===== src/rtl/assert_macros.svh =====
// Assertion macros shared by the responder modules.
// Each macro expects clk and arst_n in the scope where it is used.
`ifndef ASSERT_MACROS_SVH
`define ASSERT_MACROS_SVH

// Same-cycle implication, checked outside reset.
`define CDR_ASSERT(lbl, prop, msg) \
	lbl: assert property (@(posedge clk) disable iff (!arst_n) prop) \
		else $error(msg);

// Antecedent in one cycle, consequent in the next.
`define CDR_ASSERT_NEXT(lbl, ante, cons, msg) \
	lbl: assert property (@(posedge clk) disable iff (!arst_n) (ante) |=> (cons)) \
		else $error(msg);

`endif


===== src/rtl/cdr_pkg.sv =====
// Shared constants and controller/datapath interface types for the DNS responder.
// No dependencies.
package cdr_pkg;

	localparam int BUFFER_BYTES = 256;
	localparam int ADDR_W       = $clog2(BUFFER_BYTES);
	localparam int CNT_W        = $clog2(BUFFER_BYTES + 1);
	// Label walk can overshoot the stored length by one label plus the question tail.
	localparam int PTR_W        = $clog2(BUFFER_BYTES + 262);

	localparam int HDR_BYTES    = 12;
	localparam int QTAIL_BYTES  = 5;
	localparam int ANS_BYTES    = 16;

	// Read address selects.
	localparam logic [1:0] RD_WALK = 2'd0;
	localparam logic [1:0] RD_QHI  = 2'd1;
	localparam logic [1:0] RD_QLO  = 2'd2;
	localparam logic [1:0] RD_EMIT = 2'd3;

	typedef struct packed {
		logic       rx_write;
		logic       rd_en;
		logic [1:0] rd_sel;
		logic       walk_init;
		logic       walk_step;
		logic       qhi_load;
		logic       emit_init;
		logic       emit_byte;
		logic       clear_count;
	} cdr_cmd_t;

	typedef struct packed {
		logic hdr_ok;
		logic walk_in_range;
		logic label_zero;
		logic q_fits;
		logic emit_last;
	} cdr_status_t;

endpackage


===== src/rtl/cdr_ctrl.sv =====
// Sequencer for the DNS responder: receive, header check, label walk, emission.
// Depends on cdr_pkg and assert_macros.svh.
`include "assert_macros.svh"

module cdr_ctrl import cdr_pkg::*; (
	input  logic        clk,
	input  logic        arst_n,
	input  logic        start,
	input  logic        end_of_packet,
	input  cdr_status_t status,
	output cdr_cmd_t    cmd,
	output logic        busy
);

	localparam logic [3:0] ST_RECV      = 4'd0;
	localparam logic [3:0] ST_CHECK     = 4'd1;
	localparam logic [3:0] ST_WALK_RD   = 4'd2;
	localparam logic [3:0] ST_WALK_DAT  = 4'd3;
	localparam logic [3:0] ST_QCHK      = 4'd4;
	localparam logic [3:0] ST_QT1       = 4'd5;
	localparam logic [3:0] ST_QT2       = 4'd6;
	localparam logic [3:0] ST_EMIT_RD   = 4'd7;
	localparam logic [3:0] ST_EMIT_BYTE = 4'd8;

	logic [3:0] state_q;
	logic [3:0] state_d;

	assign busy = (state_q != ST_RECV);

	always_comb begin
		cmd     = '0;
		state_d = state_q;
		unique case (state_q)
			ST_RECV: begin
				cmd.rx_write = start;
				if (start && end_of_packet) begin
					state_d = ST_CHECK;
				end
			end
			ST_CHECK: begin
				if (status.hdr_ok) begin
					cmd.walk_init = 1'b1;
					state_d       = ST_WALK_RD;
				end else begin
					cmd.clear_count = 1'b1;
					state_d         = ST_RECV;
				end
			end
			ST_WALK_RD: begin
				if (status.walk_in_range) begin
					cmd.rd_en  = 1'b1;
					cmd.rd_sel = RD_WALK;
					state_d    = ST_WALK_DAT;
				end else begin
					state_d = ST_QCHK;
				end
			end
			ST_WALK_DAT: begin
				if (status.label_zero) begin
					state_d = ST_QCHK;
				end else begin
					cmd.walk_step = 1'b1;
					state_d       = ST_WALK_RD;
				end
			end
			ST_QCHK: begin
				if (status.q_fits) begin
					cmd.rd_en  = 1'b1;
					cmd.rd_sel = RD_QHI;
					state_d    = ST_QT1;
				end else begin
					cmd.clear_count = 1'b1;
					state_d         = ST_RECV;
				end
			end
			ST_QT1: begin
				cmd.qhi_load = 1'b1;
				cmd.rd_en    = 1'b1;
				cmd.rd_sel   = RD_QLO;
				state_d      = ST_QT2;
			end
			ST_QT2: begin
				cmd.emit_init = 1'b1;
				state_d       = ST_EMIT_RD;
			end
			ST_EMIT_RD: begin
				cmd.rd_en  = 1'b1;
				cmd.rd_sel = RD_EMIT;
				state_d    = ST_EMIT_BYTE;
			end
			ST_EMIT_BYTE: begin
				cmd.emit_byte = 1'b1;
				if (status.emit_last) begin
					cmd.clear_count = 1'b1;
					state_d         = ST_RECV;
				end else begin
					state_d = ST_EMIT_RD;
				end
			end
			default: begin
				state_d = ST_RECV;
			end
		endcase
	end

	always_ff @(posedge clk or negedge arst_n) begin
		if (!arst_n) begin
			state_q <= ST_RECV;
		end else begin
			state_q <= state_d;
		end
	end

	`CDR_ASSERT(a_busy_fall_src, $fell(busy) |-> ($past(state_q) == ST_CHECK || $past(state_q) == ST_QCHK || $past(state_q) == ST_EMIT_BYTE), "busy dropped from an unexpected state")
	`CDR_ASSERT(a_walk_read_range, (cmd.rd_en && cmd.rd_sel == RD_WALK) |-> status.walk_in_range, "label read beyond stored length")

endmodule


===== src/rtl/cdr_datapath.sv =====
// Packet store, label walk pointer, response byte builder and word packer.
// Depends on cdr_pkg and assert_macros.svh.
`include "assert_macros.svh"

module cdr_datapath import cdr_pkg::*; (
	input  logic        clk,
	input  logic        arst_n,
	input  cdr_cmd_t    cmd,
	output cdr_status_t status,
	input  logic [7:0]  rx_byte,
	input  logic        cfg_write,
	input  logic [31:0] cfg_data,
	output logic        resp_valid,
	output logic [63:0] resp_word,
	output logic [3:0]  byte_count,
	output logic        end_of_response
);

	function automatic logic [7:0] answer_byte(input logic [3:0] k, input logic [31:0] ip);
		logic [7:0] b;
		unique case (k)
			4'd0:    b = 8'hC0;
			4'd1:    b = 8'h0C;
			4'd3:    b = 8'h01;
			4'd5:    b = 8'h01;
			4'd9:    b = 8'h3C;
			4'd11:   b = 8'h04;
			4'd12:   b = ip[31:24];
			4'd13:   b = ip[23:16];
			4'd14:   b = ip[15:8];
			4'd15:   b = ip[7:0];
			default: b = 8'h00;
		endcase
		return b;
	endfunction

	logic [7:0]       mem [BUFFER_BYTES];
	logic [7:0]       rd_data_q;
	logic [ADDR_W-1:0] rd_addr;

	logic [CNT_W-1:0] count_q;
	logic [31:0]      portal_q;
	logic [7:0]       b2_q, b4_q, b5_q;
	logic [PTR_W-1:0] p_q, qend_q, txlen_q, pos_q;
	logic [7:0]       qhi_q;
	logic             is_a_q;
	logic [2:0]       lane_q;
	logic [63:0]      acc_q;
	logic             strobe_q;
	logic [63:0]      word_q;
	logic [3:0]       cnt_q;
	logic             eor_q;

	logic [PTR_W-1:0] len_ext, p_plus1, p_plus2, p_plus5, k_full;
	logic             store_room;
	logic             is_a_now;
	logic [7:0]       tx_byte;
	logic [63:0]      acc_next;

	assign len_ext    = PTR_W'(count_q);
	assign p_plus1    = p_q + PTR_W'(1);
	assign p_plus2    = p_q + PTR_W'(2);
	assign p_plus5    = p_q + PTR_W'(QTAIL_BYTES);
	assign store_room = (count_q < CNT_W'(BUFFER_BYTES));
	assign is_a_now   = (qhi_q == 8'h00) && (rd_data_q == 8'h01);
	assign k_full     = pos_q - qend_q;

	assign status.hdr_ok        = (count_q >= CNT_W'(HDR_BYTES)) && !b2_q[7]
		&& (b4_q == 8'h00) && (b5_q == 8'h01);
	assign status.walk_in_range = (p_q < len_ext);
	assign status.label_zero    = (rd_data_q == 8'h00);
	assign status.q_fits        = (p_plus5 <= len_ext);
	assign status.emit_last     = ((pos_q + PTR_W'(1)) == txlen_q);

	always_comb begin
		unique case (cmd.rd_sel)
			RD_WALK: rd_addr = p_q[ADDR_W-1:0];
			RD_QHI:  rd_addr = p_plus1[ADDR_W-1:0];
			RD_QLO:  rd_addr = p_plus2[ADDR_W-1:0];
			RD_EMIT: rd_addr = pos_q[ADDR_W-1:0];
			default: rd_addr = p_q[ADDR_W-1:0];
		endcase
	end

	// Header and question bytes with the response rewrites, then the answer record.
	always_comb begin
		priority if (pos_q >= qend_q) begin
			tx_byte = answer_byte(k_full[3:0], portal_q);
		end else if (pos_q == PTR_W'(2)) begin
			tx_byte = 8'h84 | {7'b0, b2_q[0]};
		end else if (pos_q == PTR_W'(7)) begin
			tx_byte = {7'b0, is_a_q};
		end else if (pos_q == PTR_W'(3) || pos_q == PTR_W'(6) ||
			(pos_q >= PTR_W'(8) && pos_q < PTR_W'(HDR_BYTES))) begin
			tx_byte = 8'h00;
		end else begin
			tx_byte = rd_data_q;
		end
	end

	assign acc_next = acc_q | ({56'b0, tx_byte} << {~lane_q, 3'b000});

	always_ff @(posedge clk) begin
		if (cmd.rx_write && store_room) begin
			mem[count_q[ADDR_W-1:0]] <= rx_byte;
		end
		if (cmd.rd_en) begin
			rd_data_q <= mem[rd_addr];
		end
	end

	always_ff @(posedge clk or negedge arst_n) begin
		if (!arst_n) begin
			count_q  <= '0;
			portal_q <= '0;
			strobe_q <= 1'b0;
		end else begin
			strobe_q <= cmd.emit_byte && (lane_q == 3'd7 || status.emit_last);
			if (cfg_write) begin
				portal_q <= cfg_data;
			end
			if (cmd.clear_count) begin
				count_q <= '0;
			end else if (cmd.rx_write && store_room) begin
				count_q <= count_q + CNT_W'(1);
			end
		end
	end

	always_ff @(posedge clk) begin
		if (cmd.rx_write && store_room) begin
			if (count_q == CNT_W'(2)) begin
				b2_q <= rx_byte;
			end
			if (count_q == CNT_W'(4)) begin
				b4_q <= rx_byte;
			end
			if (count_q == CNT_W'(5)) begin
				b5_q <= rx_byte;
			end
		end
		if (cmd.walk_init) begin
			p_q <= PTR_W'(HDR_BYTES);
		end else if (cmd.walk_step) begin
			p_q <= p_plus1 + PTR_W'(rd_data_q);
		end
		if (cmd.qhi_load) begin
			qhi_q <= rd_data_q;
		end
		if (cmd.emit_init) begin
			is_a_q  <= is_a_now;
			qend_q  <= p_plus5;
			txlen_q <= is_a_now ? p_plus5 + PTR_W'(ANS_BYTES) : p_plus5;
			pos_q   <= '0;
			lane_q  <= '0;
			acc_q   <= '0;
		end else if (cmd.emit_byte) begin
			pos_q <= pos_q + PTR_W'(1);
			if (lane_q == 3'd7 || status.emit_last) begin
				word_q <= acc_next;
				cnt_q  <= {1'b0, lane_q} + 4'd1;
				eor_q  <= status.emit_last;
				acc_q  <= '0;
				lane_q <= '0;
			end else begin
				acc_q  <= acc_next;
				lane_q <= lane_q + 3'd1;
			end
		end
	end

	assign resp_valid      = strobe_q;
	assign resp_word       = word_q;
	assign byte_count      = cnt_q;
	assign end_of_response = eor_q;

	`CDR_ASSERT(a_count_bound, count_q <= CNT_W'(BUFFER_BYTES), "receive count past depth")
	`CDR_ASSERT(a_short_word_last, (strobe_q && cnt_q != 4'd8) |-> eor_q, "short word not last")
	`CDR_ASSERT_NEXT(a_strobe_gap, strobe_q, !strobe_q, "response words on adjacent cycles")

endmodule


===== src/rtl/captive_dns_responder_top.sv =====
// Captive-portal DNS responder: one received byte per accepted start, busy low while receiving.
// After the final byte: header check, WALK_RD and WALK_DAT per QNAME label and closing zero (only
// WALK_RD if the walk leaves the data), QCHK to QT2 for the query type, EMIT_RD and EMIT_BYTE per
// response byte (single-port store). A word strobes in the cycle after its last byte is built.
// Reset clears the sequencer, receive count and portal address; store contents stay undefined.
// Depends on cdr_pkg, cdr_ctrl and cdr_datapath.
module captive_dns_responder_top import cdr_pkg::*; (
	input  logic        clk,
	input  logic        arst_n,
	input  logic        start,
	output logic        busy,
	input  logic [7:0]  rx_byte,
	input  logic        end_of_packet,
	input  logic        cfg_valid,
	output logic        cfg_ready,
	input  logic [31:0] cfg_data,
	output logic        resp_valid,
	output logic [63:0] resp_word,
	output logic [3:0]  byte_count,
	output logic        end_of_response
);

	cdr_cmd_t    cmd;
	cdr_status_t status;

	assign cfg_ready = 1'b1;

	cdr_ctrl u_ctrl (
		.clk           (clk),
		.arst_n        (arst_n),
		.start         (start),
		.end_of_packet (end_of_packet),
		.status        (status),
		.cmd           (cmd),
		.busy          (busy)
	);

	cdr_datapath u_dp (
		.clk             (clk),
		.arst_n          (arst_n),
		.cmd             (cmd),
		.status          (status),
		.rx_byte         (rx_byte),
		.cfg_write       (cfg_valid && cfg_ready),
		.cfg_data        (cfg_data),
		.resp_valid      (resp_valid),
		.resp_word       (resp_word),
		.byte_count      (byte_count),
		.end_of_response (end_of_response)
	);

endmodule

===== config.mk =====
export PLATFORM = sky130hd
export DESIGN_NAME = captive_dns_responder_top
export DESIGN_NICKNAME = d
export VERILOG_FILES = /design/src/rtl/cdr_pkg.sv /design/src/rtl/cdr_ctrl.sv /design/src/rtl/cdr_datapath.sv /design/src/rtl/captive_dns_responder_top.sv
export VERILOG_INCLUDE_DIRS = /design/src /design/src/rtl
export SDC_FILE = /design/constraint.sdc
export NUM_CORES = 2
export LEC_CHECK = 0
export ABC_CLOCK_PERIOD_IN_PS = 7000
export BUFFER_PORTS_ARGS = -buffer_cell sky130_fd_sc_hd__buf_2
export CORE_MARGIN = 2
export CORE_UTILIZATION = 35
export CTS_BUF_LIST = sky130_fd_sc_hd__clkbuf_8
export DETAILED_ROUTE_END_ITERATION = 7
export GPL_ROUTABILITY_DRIVEN = 0
export PLACE_DENSITY = 0.5
export SYNTH_ARGS = -nofsm -noshare
export SYNTH_HDL_FRONTEND = slang
export SYNTH_SLANG_ARGS = --single-unit

===== constraint.sdc =====
create_clock -name clk -period 7 [get_ports clk]
set_input_delay 0.35 -clock clk [delete_from_list [all_inputs] [get_ports clk]]
set_output_delay 0.35 -clock clk [all_outputs]
set_load 0.05 [all_outputs]

; Word-level counts from Yosys, hierarchy flattened
; Memories as Yosys holds them, arrays and structs flattened. A register that Yosys moved wholly into a read port is not among the register bits.
; Cells that the tools add are included.
[op_classes]
addsub = 10
order_cmp = 7
bitwise = 3
n_shift = 1
reduce_logical = 25
n_eq_ne = 32
mux = 35
[ops]
columns = cell, n
row1 = 8-bit case mux with 9 select lines, 1
row2 = 64-bit two-way mux, 1
row3 = 64-bit bitwise OR, 1
row4 = 8-bit by 6-bit << shifter with 64-bit output, 1
row5 = 4-bit case mux with 9 select lines, 1
row6 = 8-bit two-way mux, 4
row7 = 8-bit case mux with 4 select lines, 1
row8 = "4-bit equality test, second input constant", 7
row9 = 8-bit zero test, 3
row10 = 3-bit two-way mux, 7
row11 = "10-bit by 1-bit adder with 10-bit output, second input constant", 2
row12 = "10-bit by 2-bit equality test with 1-bit output, second input constant", 2
row13 = "10-bit by 3-bit equality test with 1-bit output, second input constant", 2
row14 = "4-bit by 3-bit equality test with 1-bit output, second input constant", 5
row15 = "9-bit by 3-bit equality test with 1-bit output, second input constant", 2
row16 = 9-bit two-way mux, 2
row17 = "8-bit by 1-bit equality test with 1-bit output, second input constant", 2
row18 = 1-bit two-way mux, 13
row19 = "4-bit by 2-bit equality test with 1-bit output, second input constant", 3
row20 = 3-bit case mux with 4 select lines, 1
row21 = "10-bit by 3-bit adder with 10-bit output, second input constant", 1
row22 = "10-bit by 5-bit adder with 10-bit output, second input constant", 1
row23 = 10-bit by 8-bit adder with 10-bit output, 1
row24 = 10-bit equality test, 1
row25 = 34 further kinds, 48
[word_totals]
elab_cells = 132
out_inout_bits = 72
reg_bits = 255
inputBits = 45
mem_bits_rw = 2048
memories = 1
[mem_list]
columns = name, depth, width, read_ports, rd_ports_with_merged_regs, wr, line
row1 = u_dp.mem, 256, 8, 1, 1, 1, cdr_datapath.sv:37  ; logic [7:0] mem [BUFFER_BYTES];

; Depth between registers and ports, before layout
[logic_depth]
ltp_word = 10
depth_mapped = 27
depth_no_buf = 20

; Modules after synthesis
; From an unflattened synthesis, not the netlist that was laid out.
[hier_totals]
hier_cells = 6624
area_unflattened_um2 = 93529.7
[by_module_without_submodules]
columns = module, cells_per_inst, seq_area_each_um2, area_per_inst_um2, n_inst
row1 = cdr_datapath, 6569, 67895.1, 93110.6, 1
row2 = cdr_ctrl, 53, 100.1, 407.9, 1
row3 = captive_dns_responder_top, 2, 0.0, 11.3, 1

; Worst setup path after synthesis
; OpenSTA, ideal clock, no wires.
[synth_timing]
kind = flip-flop to flip-flop
from = register u_dp.pos_q[1]
to = register u_dp.acc_q[10]
path_stages_with_launch = 13
synth_period_minus_slack_ns = 5.783
setup_ns = 0.150
path_buffers = 1
path_slack_ns = 1.217
arrival_time_ns = 5.634
required_ns = 6.850
path_cell_list = dfxtp_1 > ha_1 > nand3_1 > xnor2_1 > nor4_1 > nand3_1 > nor4_1 > nor2_1 > nor2_1 > nor2_1 > clkbuf_1 > nand2_1 > o21ai_0
[synth_lines]
columns = element, line
row1 = start: declaration, cdr_datapath.sv:44  ; logic [PTR_W-1:0] p_q, qend_q, txlen_q, pos_q;
row2 = start signal: assignment, cdr_datapath.sv:158  ; pos_q <= pos_q + PTR_W'(1);
row3 = end signal: assignment, cdr_datapath.sv:166  ; acc_q <= acc_next;
row4 = end: declaration, cdr_datapath.sv:48  ; logic [63:0] acc_q;

; Worst setup path in the final report
[layout_timing]
from = register u_dp.p_q[1]
to = register u_dp.rd_data_q[2], read port of u_dp.mem, data pin
[layout_via]
elab_chain_len = 6
elab_cells_between_ends = 13
cone_classes = 3 x add/sub / 2 x order compare / 3 x eq/ne / 4 x mux / 1 x reduce/logical
[layout_lines]
columns = element, line
row1 = start: declaration, cdr_datapath.sv:44
row2 = start signal: assignment, cdr_datapath.sv:143  ; p_q <= PTR_W'(HDR_BYTES);
row3 = start signal: assignment, cdr_datapath.sv:145  ; p_q <= p_plus1 + PTR_W'(rd_data_q);
row4 = 10-bit by 3-bit adder with 10-bit output *, cdr_datapath.sv:63  ; assign p_plus5 = p_q + PTR_W'(QTAIL_BYTES);
row5 = via u_dp.p_plus5[7], cdr_datapath.sv:54  ; logic [PTR_W-1:0] len_ext, p_plus1, p_plus2, p_plus5, k_full;
row6 = 10-bit by 9-bit <= comparator with 1-bit output *, cdr_datapath.sv:72  ; assign status.q_fits = (p_plus5 <= len_ext);
row7 = 3-bit two-way mux *, cdr_ctrl.sv:67  ; if (status.q_fits) begin
row8 = 3-bit case mux with 4 select lines *, cdr_ctrl.sv:33  ; unique case (state_q)
row9 = "2-bit equality test, or another cell as far along", cdr_datapath.sv:76  ; unique case (cmd.rd_sel)
row10 = 8-bit case mux with 4 select lines, cdr_datapath.sv:76
row11 = end: declaration, cdr_datapath.sv:38  ; logic [7:0] rd_data_q;
; Mark *: on every way through the listed nets, which the timed path passes. The rest lies on a longest branch.
; A chain may end at the register's enable or synchronous reset.

==> results <==
- The deepest level of the CTS H-tree is 5.
- In this run the worst hold path is classified as flop to flop.
- The layer with the highest usage after global routing is met2.
- The most used flip-flop cell after synthesis is edfxtp_1.
- For the worst setup path, the data arrival time is 7.65 ns.
- Summing the sequential cell areas from Yosys gives 73.00% of the chip area.
- The routing usage on met3 is 3.428%.
- The largest single stage delay on the critical path is 0.92 ns.
- The max-slew violation count was 0.
- The launch point of the worst path is u_dp.p_q[1].
- The vertical extent of the die is 519.9 um.
- The actual slew at the worst max-slew pin is 1.490 ns.
- Ranked by total cell area, the synthesized netlist is headed by edfxtp_1 70%, nand2_1 5.4%, nand3_1 2.7%, a21oi_1 2.1%, mux2i_1 1.9%.
- At the worst endpoint, the required time is 7.73 ns.
- For the worst-skew pair, the clock arrives at the later sink with an insertion delay of 1.02 ns.
- Among cell families on the critical path, the largest total delay comes from compound AO/OA/AOI/OAI gates.
- The cell sitting at the root of the clock tree is a clkbuf_8.
- The detail-routed net length per standard cell is 26.39 um.
- The global-route wire length before repair is 420,800 um.
- The synthesized netlist occupies a cell area of 93,140 um^2.
- The synthesized flop and latch total is 2,301.
- The share of the cycle needed by the critical path after routing is 98.87%.
- The biggest area contributor in the post-synthesis netlist is edfxtp_1.
- After detailed routing, the total wire length is 293,400 um.
- The final hold violation count is 0.
- The detail route stage leaves a number of antenna-violating nets equal to 0.
- Setup violations remaining at the end of the flow were counted as 0.
- The number of buffers and inverters on the critical path is 3.
- Global routing consumed, on the met2 layer, 33.23% of the routing resources.
- The sum of net half-perimeters after detailed placement is 180,500 um.
- The critical path endpoint category is a flop.
- After routing, the total negative slack on setup checks comes to 0 ns.
- The setup fix buffers added after clock tree synthesis is 0.
- Once layout is complete, the utilization of the core stands at 40.36%.
- The die covers 270,300 um^2.
- The run finished, with violations left.
- The critical-path maximum fanout is 14.
- In this run the power density over the cells is 255.7 nW/um^2.
- The remaining design rule violation count is 0.
- Ranked by instance count, the synthesized netlist is headed by 2,168 x edfxtp_1, 1,334 x nand2_1, 502 x nand3_1.
- The time the worst path needs with I/O delays and setup is 6.921 ns.
- Across all layers, the routed design uses 60.63k vias.
- The final reports fail on capacitance limit.
- Summed over all cells, the static leakage comes to 0.03491 uW.
- In the global route stage, overall resource usage came out at 21.04%.
- The clock input transition at the sequential cells of the worst setup and hold paths is 0.06 ns.
- Pin placement for this block handled 117 I/O pins.
- The longest clock path from root to sink contains 4 buffers.
- The number of antenna violations at the first check in global routing is 24.
- The reported max-cap violation count is 1.
- Counting the fill cells in the layout gives 24.94k.
- Measured against its own limit, the worst slew margin works out to 0.4190%.
- The async set or reset register ratio after synthesis is 1.999%.
- The sum of overflow across all layers after global routing is 0.
- Of the post-synthesis cell area, the dominant cell type holds 69.90%.
- The worst register-to-register path begins at u_dp.p_q[1].
- The worst slack on hold paths is 0.4476 ns.
- The worst-case IR drop observed on VDD is 0.1766 mV.
- The average instance in the mapped netlist occupies 13.55 um^2.
- The count of warnings emitted by yosys is 0.
- The clock tree from TritonCTS is yes.
- The slowest stage of the critical path belongs to the cell o41ai_1.
- In the routed layout, each cell is associated on average with a via count of 5.453.
- The number of placement rows is 189.
- The number of cells produced by synthesis is 6,876.
- The met1 usage in global routing is 29.89%.
- The most common cell in the synthesized netlist is edfxtp_1.
- The number of port buffers is 115.
- In this run the most critical hold path is launched from u_dp.acc_q[42].
- The critical path goes through ha_1 -> a21oi_2 -> nor2b_1 -> nand2b_1 -> xor2_1 -> inv_1 -> ha_1 -> a211oi_1 -> o21ai_0 -> o221a_2 -> o21ai_1 -> nand2_2 -> nand2_4 -> buf_4 -> a21oi_1 -> o41ai_1 -> nand3_1 -> nor4_2 -> buf_4 -> nor3_1.
- The via count of the first global-routing pass was 58.94k.
- The number of DRC violations after detailed-routing iteration 0 is 6,629.
- When the netlist entered floorplanning its net count stood at 6,972.
- The critical path in this run is classified as flop to flop.
- The number of iterations in the first detailed-routing pass is 7.
- The fraction of final layout cells sized beyond drive strength 1 is 13.36%.
- The floorplan step defined a core boundary enclosing 264,900 um^2.
- The TritonCTS buffer count is 400.
- The starting density of the core is 35.17%.
- The worst setup path is launched from a flop.
- The layout overhead on the synthesized area is 14.76%.
- The die width is 519.9 um.
- In this run, synthesis inferred 2,168 flip-flops with an integrated enable.
- The worst-case clock skew is 0.1130 ns.
- The distinct cell type count after synthesis is 97.
- The number of nets in the layout is 7,371.
- The number of clock sinks seen by CTS is 2,301.
- Entering global routing, the biggest net connects 165 pins.
- Timing would allow up to 0.1445 GHz.
## registers in the layout (all words and copies together), names as in the netlist, 9 cells and up
register,count
u_dp.mem,2048
u_dp.p_q,10
u_dp.portal_q,32
u_dp.acc_q,64
u_dp.txlen_q,10
u_dp.resp_word,64
u_dp.count_q,9
u_dp.pos_q,10
## final timing paths
path	slack, ns	cells past startpoint	endpoint
worst max register to register	0.08	20	u_dp.rd_data_q[2]
worst max-delay path	0.08	20	u_dp.rd_data_q[2]
min in group asynchronous	0.60	4	u_dp.count_q[6]
worst min-delay path	0.45	2	u_dp.acc_q[42]
max in group asynchronous	5.91	4	u_dp.count_q[8]
worst min register to register	0.45	2	u_dp.acc_q[42]
## cells by family after synthesis
| logic type | after synthesis | share of synthesized area (%) |
|---|---|---|
| buffers and inverters | 498 | 2.413 |
| muxes | 268 | 3.447 |
| AOI/OAI and AO/OA | 1203 | 8.299 |
| DFF | 2301 | 73.00 |
| adders and majority gates | 51 | 0.7012 |
| xor gates and xnor gates | 64 | 0.6220 |
| other | 1 | 0.004026 |
| and+or+nand+nor | 2490 | 11.51 |
## repair_timing
action                                  CTS  global route
gates resized for setup                   0             6
endpoints found under the setup margin    0             7
hold buffers                             78             0
endpoints found under the hold margin   748             0
## layer usage
| metal | wire length (um) | vias up |
|---|---|---|
| met5 | 7 | - |
| met4 | 7852 | 2 |
| met3 | 22220 | 451 |
| met2 | 136100 | 2602 |
| met1 | 127200 | 30830 |
| li1 | - | 26740 |
## tightest hold or removal path, delay by kind of cell, from the launching register on
| kind | cells | cell delay [ns] |
|---|---|---|
| flip-flops | 1 | 0.31 |
| AO/OA/AOI/OAI | 1 | 0.06 |
| AND/OR/NAND/NOR | 1 | 0.04 |
## metrics by stage
| step | cells | setup slack, ns | cell area [um^2] | total power [uW] |
|---|---|---|---|---|
| 2_1_floorplan | 6876 | 1.217 | 93140 | 15660 |
| 5_1_grt | 11120 | -0.01275 | 106900 | 28190 |
| 4_1_cts | 11110 | 0.03112 | 106800 | 27570 |
| 6_report | 11120 | 0.07883 | 106900 | 27330 |
| 3_5_place_dp | 10330 | 0.03178 | 98910 | 16260 |
| 3_3_place_gp | 10330 | -0.09901 | 98910 | 16250 |
## power by group
part	total (uW)	switching [uW]	internal, uW
Clock	11300	5570	5730
Combinational	896	706	190
Sequential	15100	35.5	15100
Total	27300	6310	21000
## layout by cell type, fill, tap and decap left out, types with 11 or more instances in the layout
master,netlist,routed
inv_1,43,175
nand4_1,88,88
nor4_1,42,36
a32o_1,26,26
xnor2_1,36,36
a311oi_1,26,25
edfxtp_1,2168,2168
ha_1,49,49
o22ai_1,58,57
mux4_2,37,37
a31oi_1,84,84
o21ai_0,222,222
o211ai_1,11,11
o21a_1,12,11
o41ai_1,67,64
buf_2,167,107
nand3_1,502,498
dfrtp_1,46,46
xor2_1,27,27
a21o_1,43,43
clkbuf_8,0,407
clkinv_1,0,100
a21oi_1,395,395
dfxtp_1,87,87
o21bai_1,40,40
a32oi_1,38,38
dlygate4sd3_1,0,78
mux2i_1,179,179
nor3_1,43,42
buf_12,0,48
a211oi_1,78,78
mux2_2,52,52
clkinv_2,0,38
and3_1,35,35
nand2_1,1334,1325
nor2_1,381,377
buf_4,29,211
## cell type report
class	instances	area, um^2	share of cell area (%)
Antenna cell	5	12.51	0.01170
Clock buffer	407	5602	5.240
Clock inverter	300	1541	1.442
Inverter	43	161.4	0.1510
Multi-Input combinational cell	4077	23180	21.69
Sequential cell	2301	68000	63.61
Tap cell	3533	4420	4.135
Timing Repair Buffer	452	3981	3.725
No activity file was read; power rests on OpenSTA's default activity.
